$ cat src/rtl/hdep_pkg.sv
// Shared types, character codes and calendar tables for the HTTP date parser.
package hdep_pkg;

  localparam int QueueDepthDefault = 2;

  // Parser phases, one-hot.
  typedef enum logic [26:0] {
    PH_WDAY  = 27'd1 << 0,
    PH_SKIP  = 27'd1 << 1,
    PH_D1    = 27'd1 << 2,
    PH_D2    = 27'd1 << 3,
    PH_DSEP  = 27'd1 << 4,
    PH_MON1  = 27'd1 << 5,
    PH_MON2  = 27'd1 << 6,
    PH_MON3  = 27'd1 << 7,
    PH_MSEP  = 27'd1 << 8,
    PH_IOPT  = 27'd1 << 9,
    PH_IDAY1 = 27'd1 << 10,
    PH_IDAY2 = 27'd1 << 11,
    PH_Y1    = 27'd1 << 12,
    PH_Y2    = 27'd1 << 13,
    PH_Y3    = 27'd1 << 14,
    PH_Y4    = 27'd1 << 15,
    PH_TSEP  = 27'd1 << 16,
    PH_H1    = 27'd1 << 17,
    PH_H2    = 27'd1 << 18,
    PH_C1    = 27'd1 << 19,
    PH_MI1   = 27'd1 << 20,
    PH_MI2   = 27'd1 << 21,
    PH_C2    = 27'd1 << 22,
    PH_S1    = 27'd1 << 23,
    PH_S2    = 27'd1 << 24,
    PH_YSEP  = 27'd1 << 25,
    PH_DONE  = 27'd1 << 26
  } phase_t;

  typedef enum logic [1:0] {
    FMT_NONE   = 2'd0,
    FMT_RFC822 = 2'd1,
    FMT_RFC850 = 2'd2,
    FMT_ASC    = 2'd3
  } fmt_t;

  // One parsed date handed from the parser to the converter.
  typedef struct packed {
    logic        bad;
    logic [6:0]  day;
    logic [3:0]  month;
    logic [13:0] year;
    logic [6:0]  hour;
    logic [6:0]  minute;
    logic [6:0]  second;
  } rec_t;

  localparam logic [7:0] ChSpace = 8'h20;
  localparam logic [7:0] ChComma = 8'h2C;
  localparam logic [7:0] ChDash  = 8'h2D;
  localparam logic [7:0] ChColon = 8'h3A;
  localparam logic [7:0] ChZero  = 8'h30;
  localparam logic [7:0] ChNine  = 8'h39;
  localparam logic [7:0] ChUpA   = 8'h41;
  localparam logic [7:0] ChUpD   = 8'h44;
  localparam logic [7:0] ChUpF   = 8'h46;
  localparam logic [7:0] ChUpJ   = 8'h4A;
  localparam logic [7:0] ChUpM   = 8'h4D;
  localparam logic [7:0] ChUpN   = 8'h4E;
  localparam logic [7:0] ChUpO   = 8'h4F;
  localparam logic [7:0] ChUpS   = 8'h53;
  localparam logic [7:0] ChLoA   = 8'h61;
  localparam logic [7:0] ChLoN   = 8'h6E;
  localparam logic [7:0] ChLoP   = 8'h70;
  localparam logic [7:0] ChLoR   = 8'h72;

  localparam logic [13:0] PivotYear  = 14'd70;
  localparam logic [13:0] Century20  = 14'd2000;
  localparam logic [13:0] Century19  = 14'd1900;

  // floor(y / 100) = (y * Recip100) >> RecipShift for every 14-bit y.
  localparam logic [12:0] Recip100   = 13'd5243;
  localparam int          RecipShift = 19;

  // Years are offset by one 400-year cycle so the leap-day sums stay positive.
  localparam logic [13:0] YearShift  = 14'd400;
  localparam logic [8:0]  DaysPerYear = 9'd365;
  // 400-year offset (146097 days) plus the epoch day number, net of the
  // March-based month table offset.
  localparam logic signed [23:0] DayBias   = 24'sd865596;
  localparam logic signed [17:0] SecPerDay = 18'sd86400;
  localparam logic [11:0] SecPerHour = 12'd3600;
  localparam logic [5:0]  SecPerMin  = 6'd60;

  localparam logic [6:0] MaxHour = 7'd23;
  localparam logic [6:0] MaxMin  = 7'd59;
  localparam logic [6:0] LeapDay = 7'd29;
  localparam logic [3:0] MonFeb  = 4'd1;

  function automatic logic [4:0] month_days(input logic [3:0] m);
    logic [4:0] r;
    unique case (m)
      4'd1:                      r = 5'd28;
      4'd3, 4'd5, 4'd8, 4'd10:   r = 5'd30;
      default:                   r = 5'd31;
    endcase
    return r;
  endfunction

  // floor(367 * mo / 12) for the March-based month index 1..12.
  function automatic logic [8:0] cum_days(input logic [3:0] mo);
    logic [8:0] r;
    unique case (mo)
      4'd1:    r = 9'd30;
      4'd2:    r = 9'd61;
      4'd3:    r = 9'd91;
      4'd4:    r = 9'd122;
      4'd5:    r = 9'd152;
      4'd6:    r = 9'd183;
      4'd7:    r = 9'd214;
      4'd8:    r = 9'd244;
      4'd9:    r = 9'd275;
      4'd10:   r = 9'd305;
      4'd11:   r = 9'd336;
      4'd12:   r = 9'd367;
      default: r = 9'd0;
    endcase
    return r;
  endfunction

endpackage

$ cat src/rtl/hdep_front.sv
// Character parser: walks the date header one character per cycle while the queue is not full.
module hdep_front (
  input  logic              clk,
  input  logic              rst,
  input  logic              in_valid,
  output logic              in_ready,
  input  logic [7:0]        char_code,
  input  logic              last_char,
  output logic              push,
  output hdep_pkg::rec_t    push_data,
  input  logic              full
);

  hdep_pkg::phase_t phase, phase_next, eff;
  hdep_pkg::fmt_t   fmt, fmt_next;
  logic [6:0]  day_value, day_value_next;
  logic [3:0]  month_value, month_value_next;
  logic [15:0] month_letters, month_letters_next;
  logic [13:0] year_value, year_value_next;
  logic [6:0]  hour_value, hour_value_next;
  logic [6:0]  minute_value, minute_value_next;
  logic [6:0]  second_value, second_value_next;
  logic        failed_flag, failed_flag_next;

  logic        accept;
  logic        dig;
  logic [3:0]  dval;
  logic [13:0] year_x10;
  logic [7:0]  c;

  assign c        = char_code;
  assign in_ready = !full;
  assign accept   = in_valid && in_ready;
  assign dig      = (c >= hdep_pkg::ChZero) && (c <= hdep_pkg::ChNine);
  assign dval     = c[3:0];
  assign year_x10 = year_value * 14'd10 + {10'd0, dval};

  always_comb begin
    phase_next         = phase;
    fmt_next           = fmt;
    day_value_next     = day_value;
    month_value_next   = month_value;
    month_letters_next = month_letters;
    year_value_next    = year_value;
    hour_value_next    = hour_value;
    minute_value_next  = minute_value;
    second_value_next  = second_value;
    failed_flag_next   = failed_flag;

    // Leaving the space-skip phases handles the character in the phase that follows.
    eff = phase;
    if (phase == hdep_pkg::PH_SKIP && c != hdep_pkg::ChSpace) begin
      eff = (fmt == hdep_pkg::FMT_ASC) ? hdep_pkg::PH_MON1 : hdep_pkg::PH_D1;
    end
    if (phase == hdep_pkg::PH_IOPT && c != hdep_pkg::ChSpace) begin
      eff = hdep_pkg::PH_IDAY1;
    end
    if (eff != phase) begin
      phase_next = eff;
    end

    if (!failed_flag) begin
      unique case (eff)
        hdep_pkg::PH_WDAY: begin
          if (c == hdep_pkg::ChComma) begin
            phase_next = hdep_pkg::PH_SKIP;
          end else if (c == hdep_pkg::ChSpace) begin
            fmt_next   = hdep_pkg::FMT_ASC;
            phase_next = hdep_pkg::PH_SKIP;
          end
        end
        hdep_pkg::PH_SKIP: ;
        hdep_pkg::PH_IOPT: phase_next = hdep_pkg::PH_IDAY1;
        hdep_pkg::PH_D1, hdep_pkg::PH_IDAY1: begin
          if (!dig) failed_flag_next = 1'b1;
          else begin
            day_value_next = {3'd0, dval};
            phase_next = (eff == hdep_pkg::PH_D1) ? hdep_pkg::PH_D2 : hdep_pkg::PH_IDAY2;
          end
        end
        hdep_pkg::PH_D2: begin
          if (!dig) failed_flag_next = 1'b1;
          else begin
            day_value_next = day_value * 7'd10 + {3'd0, dval};
            phase_next     = hdep_pkg::PH_DSEP;
          end
        end
        hdep_pkg::PH_IDAY2: begin
          if (c == hdep_pkg::ChSpace) phase_next = hdep_pkg::PH_H1;
          else if (!dig) failed_flag_next = 1'b1;
          else begin
            day_value_next = day_value * 7'd10 + {3'd0, dval};
            phase_next     = hdep_pkg::PH_TSEP;
          end
        end
        hdep_pkg::PH_DSEP: begin
          if (c == hdep_pkg::ChSpace) begin
            fmt_next   = hdep_pkg::FMT_RFC822;
            phase_next = hdep_pkg::PH_MON1;
          end else if (c == hdep_pkg::ChDash) begin
            fmt_next   = hdep_pkg::FMT_RFC850;
            phase_next = hdep_pkg::PH_MON1;
          end else begin
            failed_flag_next = 1'b1;
          end
        end
        hdep_pkg::PH_MON1: begin
          if (c == hdep_pkg::ChUpJ || c == hdep_pkg::ChUpF || c == hdep_pkg::ChUpM ||
              c == hdep_pkg::ChUpA || c == hdep_pkg::ChUpS || c == hdep_pkg::ChUpO ||
              c == hdep_pkg::ChUpN || c == hdep_pkg::ChUpD) begin
            month_letters_next = {c, 8'd0};
            phase_next         = hdep_pkg::PH_MON2;
          end else begin
            failed_flag_next = 1'b1;
          end
        end
        hdep_pkg::PH_MON2: begin
          month_letters_next = {month_letters[15:8], c};
          phase_next         = hdep_pkg::PH_MON3;
        end
        hdep_pkg::PH_MON3: begin
          unique case (month_letters[15:8])
            hdep_pkg::ChUpJ: month_value_next = (month_letters[7:0] == hdep_pkg::ChLoA) ? 4'd0 :
                                                (c == hdep_pkg::ChLoN) ? 4'd5 : 4'd6;
            hdep_pkg::ChUpF: month_value_next = 4'd1;
            hdep_pkg::ChUpM: month_value_next = (c == hdep_pkg::ChLoR) ? 4'd2 : 4'd4;
            hdep_pkg::ChUpA: month_value_next = (month_letters[7:0] == hdep_pkg::ChLoP) ?
                                                4'd3 : 4'd7;
            hdep_pkg::ChUpS: month_value_next = 4'd8;
            hdep_pkg::ChUpO: month_value_next = 4'd9;
            hdep_pkg::ChUpN: month_value_next = 4'd10;
            default:         month_value_next = 4'd11;
          endcase
          phase_next = hdep_pkg::PH_MSEP;
        end
        hdep_pkg::PH_MSEP: begin
          // The asctime form does not check the character after the month.
          if ((fmt == hdep_pkg::FMT_RFC822 && c != hdep_pkg::ChSpace) ||
              (fmt == hdep_pkg::FMT_RFC850 && c != hdep_pkg::ChDash)) begin
            failed_flag_next = 1'b1;
          end else begin
            phase_next = (fmt == hdep_pkg::FMT_ASC) ? hdep_pkg::PH_IOPT : hdep_pkg::PH_Y1;
          end
        end
        hdep_pkg::PH_Y1: begin
          if (!dig) failed_flag_next = 1'b1;
          else begin
            year_value_next = {10'd0, dval};
            phase_next      = hdep_pkg::PH_Y2;
          end
        end
        hdep_pkg::PH_Y2: begin
          if (!dig) failed_flag_next = 1'b1;
          else if (fmt == hdep_pkg::FMT_RFC850) begin
            // Two-digit year pivots at 70.
            year_value_next = year_x10 + ((year_x10 < hdep_pkg::PivotYear) ?
                                          hdep_pkg::Century20 : hdep_pkg::Century19);
            phase_next = hdep_pkg::PH_TSEP;
          end else begin
            year_value_next = year_x10;
            phase_next      = hdep_pkg::PH_Y3;
          end
        end
        hdep_pkg::PH_Y3: begin
          if (!dig) failed_flag_next = 1'b1;
          else begin
            year_value_next = year_x10;
            phase_next      = hdep_pkg::PH_Y4;
          end
        end
        hdep_pkg::PH_Y4: begin
          if (!dig) failed_flag_next = 1'b1;
          else begin
            year_value_next = year_x10;
            phase_next = (fmt == hdep_pkg::FMT_ASC) ? hdep_pkg::PH_DONE : hdep_pkg::PH_TSEP;
          end
        end
        hdep_pkg::PH_TSEP: begin
          if (c != hdep_pkg::ChSpace) failed_flag_next = 1'b1;
          else phase_next = hdep_pkg::PH_H1;
        end
        hdep_pkg::PH_YSEP: begin
          if (c != hdep_pkg::ChSpace) failed_flag_next = 1'b1;
          else phase_next = hdep_pkg::PH_Y1;
        end
        hdep_pkg::PH_C1: begin
          if (c != hdep_pkg::ChColon) failed_flag_next = 1'b1;
          else phase_next = hdep_pkg::PH_MI1;
        end
        hdep_pkg::PH_C2: begin
          if (c != hdep_pkg::ChColon) failed_flag_next = 1'b1;
          else phase_next = hdep_pkg::PH_S1;
        end
        hdep_pkg::PH_H1: begin
          if (!dig) failed_flag_next = 1'b1;
          else begin
            hour_value_next = {3'd0, dval};
            phase_next      = hdep_pkg::PH_H2;
          end
        end
        hdep_pkg::PH_H2: begin
          if (!dig) failed_flag_next = 1'b1;
          else begin
            hour_value_next = hour_value * 7'd10 + {3'd0, dval};
            phase_next      = hdep_pkg::PH_C1;
          end
        end
        hdep_pkg::PH_MI1: begin
          if (!dig) failed_flag_next = 1'b1;
          else begin
            minute_value_next = {3'd0, dval};
            phase_next        = hdep_pkg::PH_MI2;
          end
        end
        hdep_pkg::PH_MI2: begin
          if (!dig) failed_flag_next = 1'b1;
          else begin
            minute_value_next = minute_value * 7'd10 + {3'd0, dval};
            phase_next        = hdep_pkg::PH_C2;
          end
        end
        hdep_pkg::PH_S1: begin
          if (!dig) failed_flag_next = 1'b1;
          else begin
            second_value_next = {3'd0, dval};
            phase_next        = hdep_pkg::PH_S2;
          end
        end
        hdep_pkg::PH_S2: begin
          if (!dig) failed_flag_next = 1'b1;
          else begin
            second_value_next = second_value * 7'd10 + {3'd0, dval};
            phase_next = (fmt == hdep_pkg::FMT_ASC) ? hdep_pkg::PH_YSEP : hdep_pkg::PH_DONE;
          end
        end
        hdep_pkg::PH_DONE: ;
        default: failed_flag_next = 1'b1;
      endcase
    end
  end

  assign push                = accept && last_char;
  assign push_data.bad       = failed_flag_next || (phase_next != hdep_pkg::PH_DONE);
  assign push_data.day       = day_value_next;
  assign push_data.month     = month_value_next;
  assign push_data.year      = year_value_next;
  assign push_data.hour      = hour_value_next;
  assign push_data.minute    = minute_value_next;
  assign push_data.second    = second_value_next;

  always_ff @(posedge clk) begin
    if (rst || push) begin
      phase         <= hdep_pkg::PH_WDAY;
      fmt           <= hdep_pkg::FMT_NONE;
      day_value     <= '0;
      month_value   <= '0;
      month_letters <= '0;
      year_value    <= '0;
      hour_value    <= '0;
      minute_value  <= '0;
      second_value  <= '0;
      failed_flag   <= 1'b0;
    end else if (accept) begin
      phase         <= phase_next;
      fmt           <= fmt_next;
      day_value     <= day_value_next;
      month_value   <= month_value_next;
      month_letters <= month_letters_next;
      year_value    <= year_value_next;
      hour_value    <= hour_value_next;
      minute_value  <= minute_value_next;
      second_value  <= second_value_next;
      failed_flag   <= failed_flag_next;
    end
  end

endmodule

$ cat src/rtl/hdep_queue.sv
// Small first-in first-out queue of parsed dates between parser and converter.
module hdep_queue #(
  parameter int Depth = hdep_pkg::QueueDepthDefault
) (
  input  logic           clk,
  input  logic           rst,
  input  logic           push,
  input  hdep_pkg::rec_t push_data,
  output logic           full,
  input  logic           pop,
  output logic           empty,
  output hdep_pkg::rec_t pop_data
);

  localparam int AW = (Depth > 1) ? $clog2(Depth) : 1;

  hdep_pkg::rec_t entries [Depth];
  logic [AW-1:0]  wr_ptr, rd_ptr;
  logic [AW:0]    count;

  assign full     = (count == (AW+1)'(Depth));
  assign empty    = (count == '0);
  assign pop_data = entries[rd_ptr];

  always_ff @(posedge clk) begin
    if (push && !full) begin
      entries[wr_ptr] <= push_data;
    end
  end

  always_ff @(posedge clk) begin
    if (rst) begin
      wr_ptr <= '0;
      rd_ptr <= '0;
      count  <= '0;
    end else begin
      if (push && !full) begin
        wr_ptr <= (wr_ptr == AW'(Depth - 1)) ? '0 : wr_ptr + 1'b1;
      end
      if (pop && !empty) begin
        rd_ptr <= (rd_ptr == AW'(Depth - 1)) ? '0 : rd_ptr + 1'b1;
      end
      priority if ((push && !full) && !(pop && !empty)) begin
        count <= count + 1'b1;
      end else if (!(push && !full) && (pop && !empty)) begin
        count <= count - 1'b1;
      end
    end
  end

endmodule

$ cat src/rtl/hdep_back.sv
// Date checker and converter: turns a parsed date into seconds since 1970.
module hdep_back (
  input  logic           clk,
  input  logic           rst,
  input  logic           empty,
  output logic           pop,
  input  hdep_pkg::rec_t pop_data,
  output logic           out_valid,
  input  logic           out_ready,
  output logic           valid_res,
  output logic [38:0]    epoch_seconds
);

  typedef enum logic [3:0] {
    BK_IDLE = 4'b0001,
    BK_DAYS = 4'b0010,
    BK_SEC  = 4'b0100,
    BK_OUT  = 4'b1000
  } bk_state_t;

  bk_state_t state;

  // First step: range checks and the year products.
  logic        low_mon;
  logic [13:0] yp;
  logic [3:0]  mo;
  logic [26:0] prod_y, prod_p;
  logic [22:0] yday_c;
  logic [18:0] tod_c;
  logic        feb29_c, bad_c;

  assign low_mon = (pop_data.month <= hdep_pkg::MonFeb);
  assign yp      = pop_data.year + (low_mon ? (hdep_pkg::YearShift - 14'd1) :
                                              hdep_pkg::YearShift);
  assign mo      = low_mon ? pop_data.month + 4'd11 : pop_data.month - 4'd1;
  assign prod_y  = pop_data.year * hdep_pkg::Recip100;
  assign prod_p  = yp * hdep_pkg::Recip100;
  assign yday_c  = yp * hdep_pkg::DaysPerYear;
  assign tod_c   = pop_data.hour * hdep_pkg::SecPerHour + 19'(pop_data.minute * 13'(hdep_pkg::SecPerMin))
                 + {12'd0, pop_data.second};
  assign feb29_c = (pop_data.day == hdep_pkg::LeapDay) && (pop_data.month == hdep_pkg::MonFeb);
  assign bad_c   = pop_data.bad || (pop_data.hour > hdep_pkg::MaxHour) ||
                   (pop_data.minute > hdep_pkg::MaxMin) || (pop_data.second > hdep_pkg::MaxMin) ||
                   (!feb29_c && (pop_data.day > {2'd0, hdep_pkg::month_days(pop_data.month)}));

  logic        s_bad, s_feb29;
  logic [13:0] s_year, s_yp;
  logic [7:0]  s_qy, s_qp;
  logic [22:0] s_yday;
  logic [18:0] s_tod;
  logic [3:0]  s_mo;
  logic [6:0]  s_day;

  // Second step: leap-year check and the day count.
  logic [13:0] rem_y;
  logic        leap_bad;
  logic [13:0] leap_sum;
  logic [23:0] day_sum;
  logic signed [23:0] days_c;

  assign rem_y    = s_year - s_qy * 14'd100;
  assign leap_bad = s_feb29 && ((s_year[1:0] != 2'd0) ||
                                ((rem_y == 14'd0) && (s_qy[1:0] != 2'd0)));
  assign leap_sum = (s_yp >> 2) - {6'd0, s_qp} + {8'd0, s_qp[7:2]};
  assign day_sum  = {1'b0, s_yday} + {10'd0, leap_sum} + {15'd0, hdep_pkg::cum_days(s_mo)}
                  + {17'd0, s_day};
  assign days_c   = $signed(day_sum) - hdep_pkg::DayBias;

  logic               d_bad;
  logic signed [23:0] d_days;

  // Third step: scale to seconds.
  logic signed [41:0] sec_prod, sec_total;

  assign sec_prod  = d_days * hdep_pkg::SecPerDay;
  assign sec_total = sec_prod + $signed({23'd0, s_tod});

  assign pop       = (state == BK_IDLE) && !empty;
  assign out_valid = (state == BK_OUT);

  always_ff @(posedge clk) begin
    if (pop) begin
      s_bad   <= bad_c;
      s_feb29 <= feb29_c;
      s_year  <= pop_data.year;
      s_yp    <= yp;
      s_qy    <= prod_y[26:hdep_pkg::RecipShift];
      s_qp    <= prod_p[26:hdep_pkg::RecipShift];
      s_yday  <= yday_c;
      s_tod   <= tod_c;
      s_mo    <= mo;
      s_day   <= pop_data.day;
    end
    if (state == BK_DAYS) begin
      d_bad  <= s_bad || leap_bad;
      d_days <= days_c;
    end
    if (state == BK_SEC) begin
      valid_res     <= !d_bad;
      epoch_seconds <= d_bad ? '1 : sec_total[38:0];
    end
  end

  always_ff @(posedge clk) begin
    if (rst) begin
      state <= BK_IDLE;
    end else begin
      unique case (state)
        BK_IDLE: if (!empty) state <= BK_DAYS;
        BK_DAYS: state <= BK_SEC;
        BK_SEC:  state <= BK_OUT;
        BK_OUT:  if (out_ready) state <= BK_IDLE;
        default: state <= BK_IDLE;
      endcase
    end
  end

endmodule

$ cat src/rtl/http_date_to_epoch_parser.sv
// HTTP Date header parser: characters in, validity flag and Unix time out.
//
// The block reads the characters of one HTTP Date header value, one character
// per slave transaction, with tlast on the final character. It accepts the
// RFC 1123 form ("Tue, 10 Nov 2002 23:50:13"), the RFC 850 form
// ("Tuesday, 10-Nov-02 23:50:13", two-digit years below 70 mean 20yy) and
// the asctime form ("Tue Nov 10 23:50:13 2002"); text after the seconds or
// the asctime year is ignored. Each value gives exactly one master
// transaction: tuser[0] is 1 when the date parsed and passed the range,
// month-length and leap-year checks, and tdata carries the seconds since
// 1970-01-01 00:00:00 UTC as a 39-bit two's complement number (all ones when
// the date is invalid). The parser takes one character per cycle; it stalls
// only when the queue of finished values is full. The converter behind the
// queue works through its steps in order (range checks and year products, the day
// count, the multiply by seconds per day, then the output register) and
// holds its result until the master side takes it; only then does it take the
// next date from the queue. QUEUE_DEPTH sets how many parsed dates may wait for
// the converter. After reset the block is ready at once.
module http_date_to_epoch_parser #(
  parameter int QUEUE_DEPTH = hdep_pkg::QueueDepthDefault
) (
  input  logic        clk,
  input  logic        rst,
  input  logic        s_axis_tvalid,
  output logic        s_axis_tready,
  input  logic [7:0]  s_axis_tdata,   // [7:0] char_code
  input  logic        s_axis_tlast,   // last_char
  output logic        m_axis_tvalid,
  input  logic        m_axis_tready,
  output logic [39:0] m_axis_tdata,   // [38:0] epoch_seconds, [39] zero
  output logic [0:0]  m_axis_tuser    // [0] valid_res
);

  hdep_pkg::rec_t push_data, pop_data;
  logic           push, full, pop, empty;
  logic           valid_res;
  logic [38:0]    epoch_seconds;

  // The parser runs ahead on the character stream and hands one record per
  // header value to the queue.
  hdep_front u_front (
    .clk       (clk),
    .rst       (rst),
    .in_valid  (s_axis_tvalid),
    .in_ready  (s_axis_tready),
    .char_code (s_axis_tdata),
    .last_char (s_axis_tlast),
    .push      (push),
    .push_data (push_data),
    .full      (full)
  );

  hdep_queue #(
    .Depth (QUEUE_DEPTH)
  ) u_queue (
    .clk       (clk),
    .rst       (rst),
    .push      (push),
    .push_data (push_data),
    .full      (full),
    .pop       (pop),
    .empty     (empty),
    .pop_data  (pop_data)
  );

  // The converter works on one record at a time and owns the output register.
  hdep_back u_back (
    .clk           (clk),
    .rst           (rst),
    .empty         (empty),
    .pop           (pop),
    .pop_data      (pop_data),
    .out_valid     (m_axis_tvalid),
    .out_ready     (m_axis_tready),
    .valid_res     (valid_res),
    .epoch_seconds (epoch_seconds)
  );

  assign m_axis_tdata = {1'b0, epoch_seconds};
  assign m_axis_tuser = valid_res;

endmodule

$ cat config.mk
export PLATFORM = sky130hd
export DESIGN_NAME = http_date_to_epoch_parser
export DESIGN_NICKNAME = d
export VERILOG_FILES = /design/src/rtl/hdep_pkg.sv /design/src/rtl/hdep_front.sv /design/src/rtl/hdep_queue.sv /design/src/rtl/hdep_back.sv /design/src/rtl/http_date_to_epoch_parser.sv
export SDC_FILE = /design/constraint.sdc
export NUM_CORES = 2
export LEC_CHECK = 0
export BUFFER_PORTS_ARGS = -buffer_cell sky130_fd_sc_hd__buf_4
export CAP_MARGIN = 20
export CORE_UTILIZATION = 60
export CTS_BUF_LIST = sky130_fd_sc_hd__clkbuf_8
export DETAILED_ROUTE_END_ITERATION = 6
export PLACE_DENSITY = 0.79
export SETUP_SLACK_MARGIN = 0.5
export SYNTH_ARGS = -nofsm -noshare
export SYNTH_HDL_FRONTEND = slang
export SYNTH_SLANG_ARGS = --single-unit
export TNS_END_PERCENT = 1
$ cat constraint.sdc
create_clock -name clk -period 9.5 [get_ports clk]
set_input_delay 1.425 -clock clk [delete_from_list [all_inputs] [get_ports clk]]
set_output_delay 1.425 -clock clk [all_outputs]
set_load 0.01 [all_outputs]
**Word level (Yosys, flattened, before mapping)**

Memories as Yosys holds them, arrays and structs flattened. A register that Yosys moved wholly into a read port is not among the register bits.
Index checks and enable logic that the tools add are counted.

- Register bits after elaboration: 264
- Bits in writable memories: 94
- Output and inout bits: 43
- Input bits: 13
- Memories: 2
- Word-level logic and storage cells: 306
- ROM bits: 144

Memory list:

| name | words | width | rd ports | clocked after Yosys merged registers in | wr ports | line | text |
|---|---|---|---|---|---|---|---|
| (name not given) | 16 | 9 | 1 | 1 | 0 | hdep_pkg.sv:110 | `unique case (mo)` |
| u_queue.entries | 2 | 47 | 1 | 1 | 1 | hdep_queue.sv:17 | `hdep_pkg::rec_t entries [Depth];` |

- Eq/ne operators: 76
- Add/subtract/negate cells: 23
- Muxes and demuxes: 98
- Multiply operators: 12
- Reduce and logical (&&, ||, !) cells: 56
- Bitwise operators: 2
- Magnitude comparators: 8

Operators with widths:

| kind | number |
|---|---|
| $mux W27 | 30 |
| $pmux W27 S24 | 1 |
| $eq A8 B7 Y1 const B | 19 |
| $mux W7 | 13 |
| $mux W14 | 5 |
| $eq A27 B10 Y1 const B | 2 |
| $eq A27 B2 Y1 const B | 2 |
| $mul A14 B13 Y27 const B | 2 |
| $pmux W14 S3 | 1 |
| $pmux W7 S2 | 3 |
| $add A39 B20 Y39 | 1 |
| $mul A24 B11 Y32 const B | 1 |
| $pmux W16 S2 | 1 |
| $add A14 B14 Y14 | 2 |
| $add A7 B4 Y7 | 4 |
| $mul A7 B3 Y6 const B | 4 |
| $mux W4 | 7 |
| $pmux W4 S7 | 1 |
| $eq A27 B1 Y1 const B | 1 |
| $eq A27 B11 Y1 const B | 1 |
| $eq A27 B12 Y1 const B | 1 |
| $eq A27 B13 Y1 const B | 1 |
| $eq A27 B14 Y1 const B | 1 |
| $eq A27 B15 Y1 const B | 1 |
| 89 further kinds | 170 |

**Logic depth before layout (Yosys ltp)**

- Depth in word-level cells: 13
- Gate-level depth with buffers: 40
- Gate-level depth less buffers: 37

**Hierarchy**

A second synthesis with hierarchy kept.

- Cell total of the unflattened synthesis: 3938
- Area total of the unflattened synthesis: 38425.6 µm²

Modules (own cells, without submodules):

| module | cells an instance | area each (µm²) | instances | sequential area each (µm²) |
|---|---|---|---|---|
| hdep_back | 2629 | 26158.8 | 1 | 5124.9 |
| hdep_front | 1136 | 8642.0 | 1 | 1841.8 |
| hdep_queue | 171 | 3613.5 | 1 | 2922.8 |
| http_date_to_epoch_parser | 2 | 11.3 | 1 | 0.0 |

**Worst setup path after synthesis**

No wires, ideal clock.

- Path kind: register to register
- Start: register with a tool-made name
- End: register u_back.s_qp[4], data pin
- Slack: -162 ps
- Clock period less this slack: 9662 ps
- Data required time: 9242 ps
- Buffers on the path: 6
- Cell stages (with the launch flop): 39
- Data arrival time: 9404 ps
- Setup time: 258 ps
- Cell sequence: dfxtp_1 -> clkbuf_1 -> buf_1 -> buf_1 -> clkbuf_1 -> buf_2 -> buf_1 -> mux2i_1 -> inv_1 -> ha_1 -> fa_1 -> a21o_1 -> a21oi_1 -> inv_1 -> a21oi_1 -> nor2_1 -> a21oi_1 -> inv_1 -> (+3 left out) -> fa_1 -> inv_1 -> ha_1 -> fa_1 -> fa_1 -> inv_1 -> fa_1 -> inv_1 -> ha_1 -> a21oi_1 -> nor2b_1 -> o21ai_0 -> nand2b_1 -> or3_1 -> a211o_1 -> a31o_2 -> a21oi_1 -> xnor2_1

RTL lines:

| item | line | text |
|---|---|---|
| end signal, assigned | hdep_back.sv:88 | `s_qp <= prod_p[26:hdep_pkg::RecipShift];` |
| end, declared | hdep_back.sv:48 | `logic [7:0] s_qy, s_qp;` |

==> results.txt <==
post-synth top area cell: edfxtp_1
final cell count without fillers: 4849
Yosys cell types: 111
top cells by area, synth: edfxtp_1, ha_1, fa_1, inv_1, dfxtp_1
RSZ-0062 raised after global routing: no
Final setup viols: 0
final hold violations: 0
initial core utilization: 60.6%
drt pass-1 iters: 6
initial antenna violation count: 1
Seq cells post-synth: 366
WL final: 85.6 mm
mapped cell area: 0.0381 mm²
fmax: 119 MHz
Seq/Total Area, Yosys: 26.0%
Final #Nets: 4856
H-tree levels: 3
Area Growth Syn to Fin: 7.28%
number of max-cap violations: 0
DRT iter0 DRCs: 1754
global route overflow: 0
ANT nets after route: 0
Clock Path Buffers: 3
share of layout cells above drive strength 1: 7.45%
R2R setup slack: 1.07 ns
placed cells: 4721
Slew @ Worst Pin: 1.06 ns
root buffer cell: clkbuf_8
I/O Buffers: 54
CP Max Fanout: 6
first-pass GRT wire length: 141 mm
hold crit path type: reg2reg
commonest non-fill, non-tap cell in the layout: inv_1
most frequent cells in the layout: inv_1, ha_1, fa_1
post-layout min period: 8.43 ns
Post-synth EDFFs: 256
Post-CTS Hold Buffers: 0
wire per inst: 17.7 µm
slowest stage delay, CP: 0.60 ns
Worst-Skew Late Latency: 0.66 ns
post-cts resize count: 0
HPWL after DPL: 66.9 mm
Die Span Y: 254 µm
Avg Cell Area, Syn: 9.83 µm²
CP dominant cell by count: inv_1
endpoint class of the critical path: register
skew final: 0.0248 ns
CTS buffer count: 70
via count: 28000
Data required, critical path: 9.90 ns
layer with the highest usage: met2
core area: 0.0629 mm²
setup TNS: 0 ns
crit share post-route: 88.8%
average vias per placed instance: 5.78
clk slew on worst S/H paths: 0.06 ns
headroom to the max-slew limit: 27.6%
Crit-path slowest cell: fa_1
largest net degree at the start of global routing: 61
TritonCTS clock tree: built
Primary FF master, synth: edfxtp_1
Die W: 254 µm
die area: 0.0645 mm²
status: complete, no violations
total number of yosys warnings: 0
IO Count: 56
Async S/R FF share, synth: 0%
vias in the first global route: 28300
Slew Viols, Final: 0
Synth Net Count: 4787
top cell type's share of synthesized area: 20.2%
Worst setup SP type: register
Post-CTS Setup Inserts: 0
number of cell rows: 92
M2 GR Usage: 48.3%
DRC: 0
GRT Total Usage: 27.2%
met1 usage: 33.8%
Clock Sinks: 366
critical path data arrival time: 8.83 ns
kind of critical path: reg2reg
routability cong.: 0.950
Syn Inst Count: 3878
met3 GRT Util: 3.94%
[cells in the mapped netlist (all sizes together), types with 32 or more instances]
master,n
a21o,62
a21oi,205
clkbuf,57
dfxtp,110
edfxtp,256
fa,282
ha,614
inv,694
mux2,34
mux2i,44
nand2,212
nand2b,38
nand3,70
nor2,197
nor3,75
o21ai,121
o21bai,32
xnor2,163
xor2,64
[sequential cells by signal, indices dropped and copies added (netlist names), 7 cells and up, named ones only]
signal	cells
u_queue.entries	94
u_back.epoch_seconds	39
u_front.phase	27
u_back.d_days	24
u_back.s_yday	23
u_back.s_tod	19
u_front.month_letters	16
u_back.s_year	14
u_front.year_value	14
u_back.s_yp	12
u_back.s_qp	8
u_back.s_qy	8
u_back.s_day	7
u_front.day_value	7
u_front.hour_value	7
u_front.minute_value	7
u_front.second_value	7
[routing by layer]
layer	part of all wire, %	up-vias	routed length, µm
met5	0	-	0
met4	3.0	0	2530
met3	5.1	188	4380
met2	50	722	42600
met1	42	13600	36100
li1	-	13500	-
[critical path, delay by kind of cell (launching register included)]
kind / cells / cell delay (ns)
fa+ha+maj: 9 / 3.68
simple gates: 7 / 1.06
mux: 1 / 0.30
buf+inv: 6 / 0.38
flops: 1 / 0.39
xor+xnor: 2 / 0.25
compound gates: 10 / 2.08
[worst paths after layout]
check                                                from  depth (start not counted)                         to
worst min register to register  u_front.month_letters[14]                          2  u_front.month_letters[14]
worst max-delay path                             register                         35             u_back.s_qp[4]
worst max register to register                   register                         35             u_back.s_qp[4]
worst min-delay path            u_front.month_letters[14]                          2  u_front.month_letters[14]
[through the flow]
| step | util, % | setup slack (ns) | hold WS [ns] | instance area [µm²] |
|---|---|---|---|---|
| 2_1_floorplan | - | 0.545 | 0.426 | 38100 |
| 3_3_place_gp | 62.7 | 0.869 | 0.439 | 39400 |
| 3_5_place_dp | 62.7 | 0.657 | 0.446 | 39400 |
| 4_1_cts | 64.9 | 0.617 | 0.454 | 40800 |
| 5_1_grt | 65.0 | 0.528 | 0.478 | 40900 |
| 6_report | 65.0 | 1.07 | 0.449 | 40900 |
[area by class of cell]
type | instances | area (µm²)
clock inverters | 46 | 262
flip-flops and latches | 366 | 9890
clock buffers | 81 | 1110
repair buffers | 76 | 571
inverters | 695 | 2610
multi-input cells | 2738 | 25400
diodes | 1 | 2.50
well taps | 846 | 1060
fillers | 4942 | 22000
[cells by family after synthesis]
kind of cell / synth area share, %
and+or+nand+nor: 11.5
buffers and inverters: 7.71
AOI/OAI and AO/OA: 12.3
muxes: 2.16
DFF: 26.0
other: 0.00984
adders and majority gates: 35.0
xor gates and xnor gates: 5.36
Power is not shown: default switching activity piles up to over one toggle a cycle in this logic, so the estimate is an artifact.
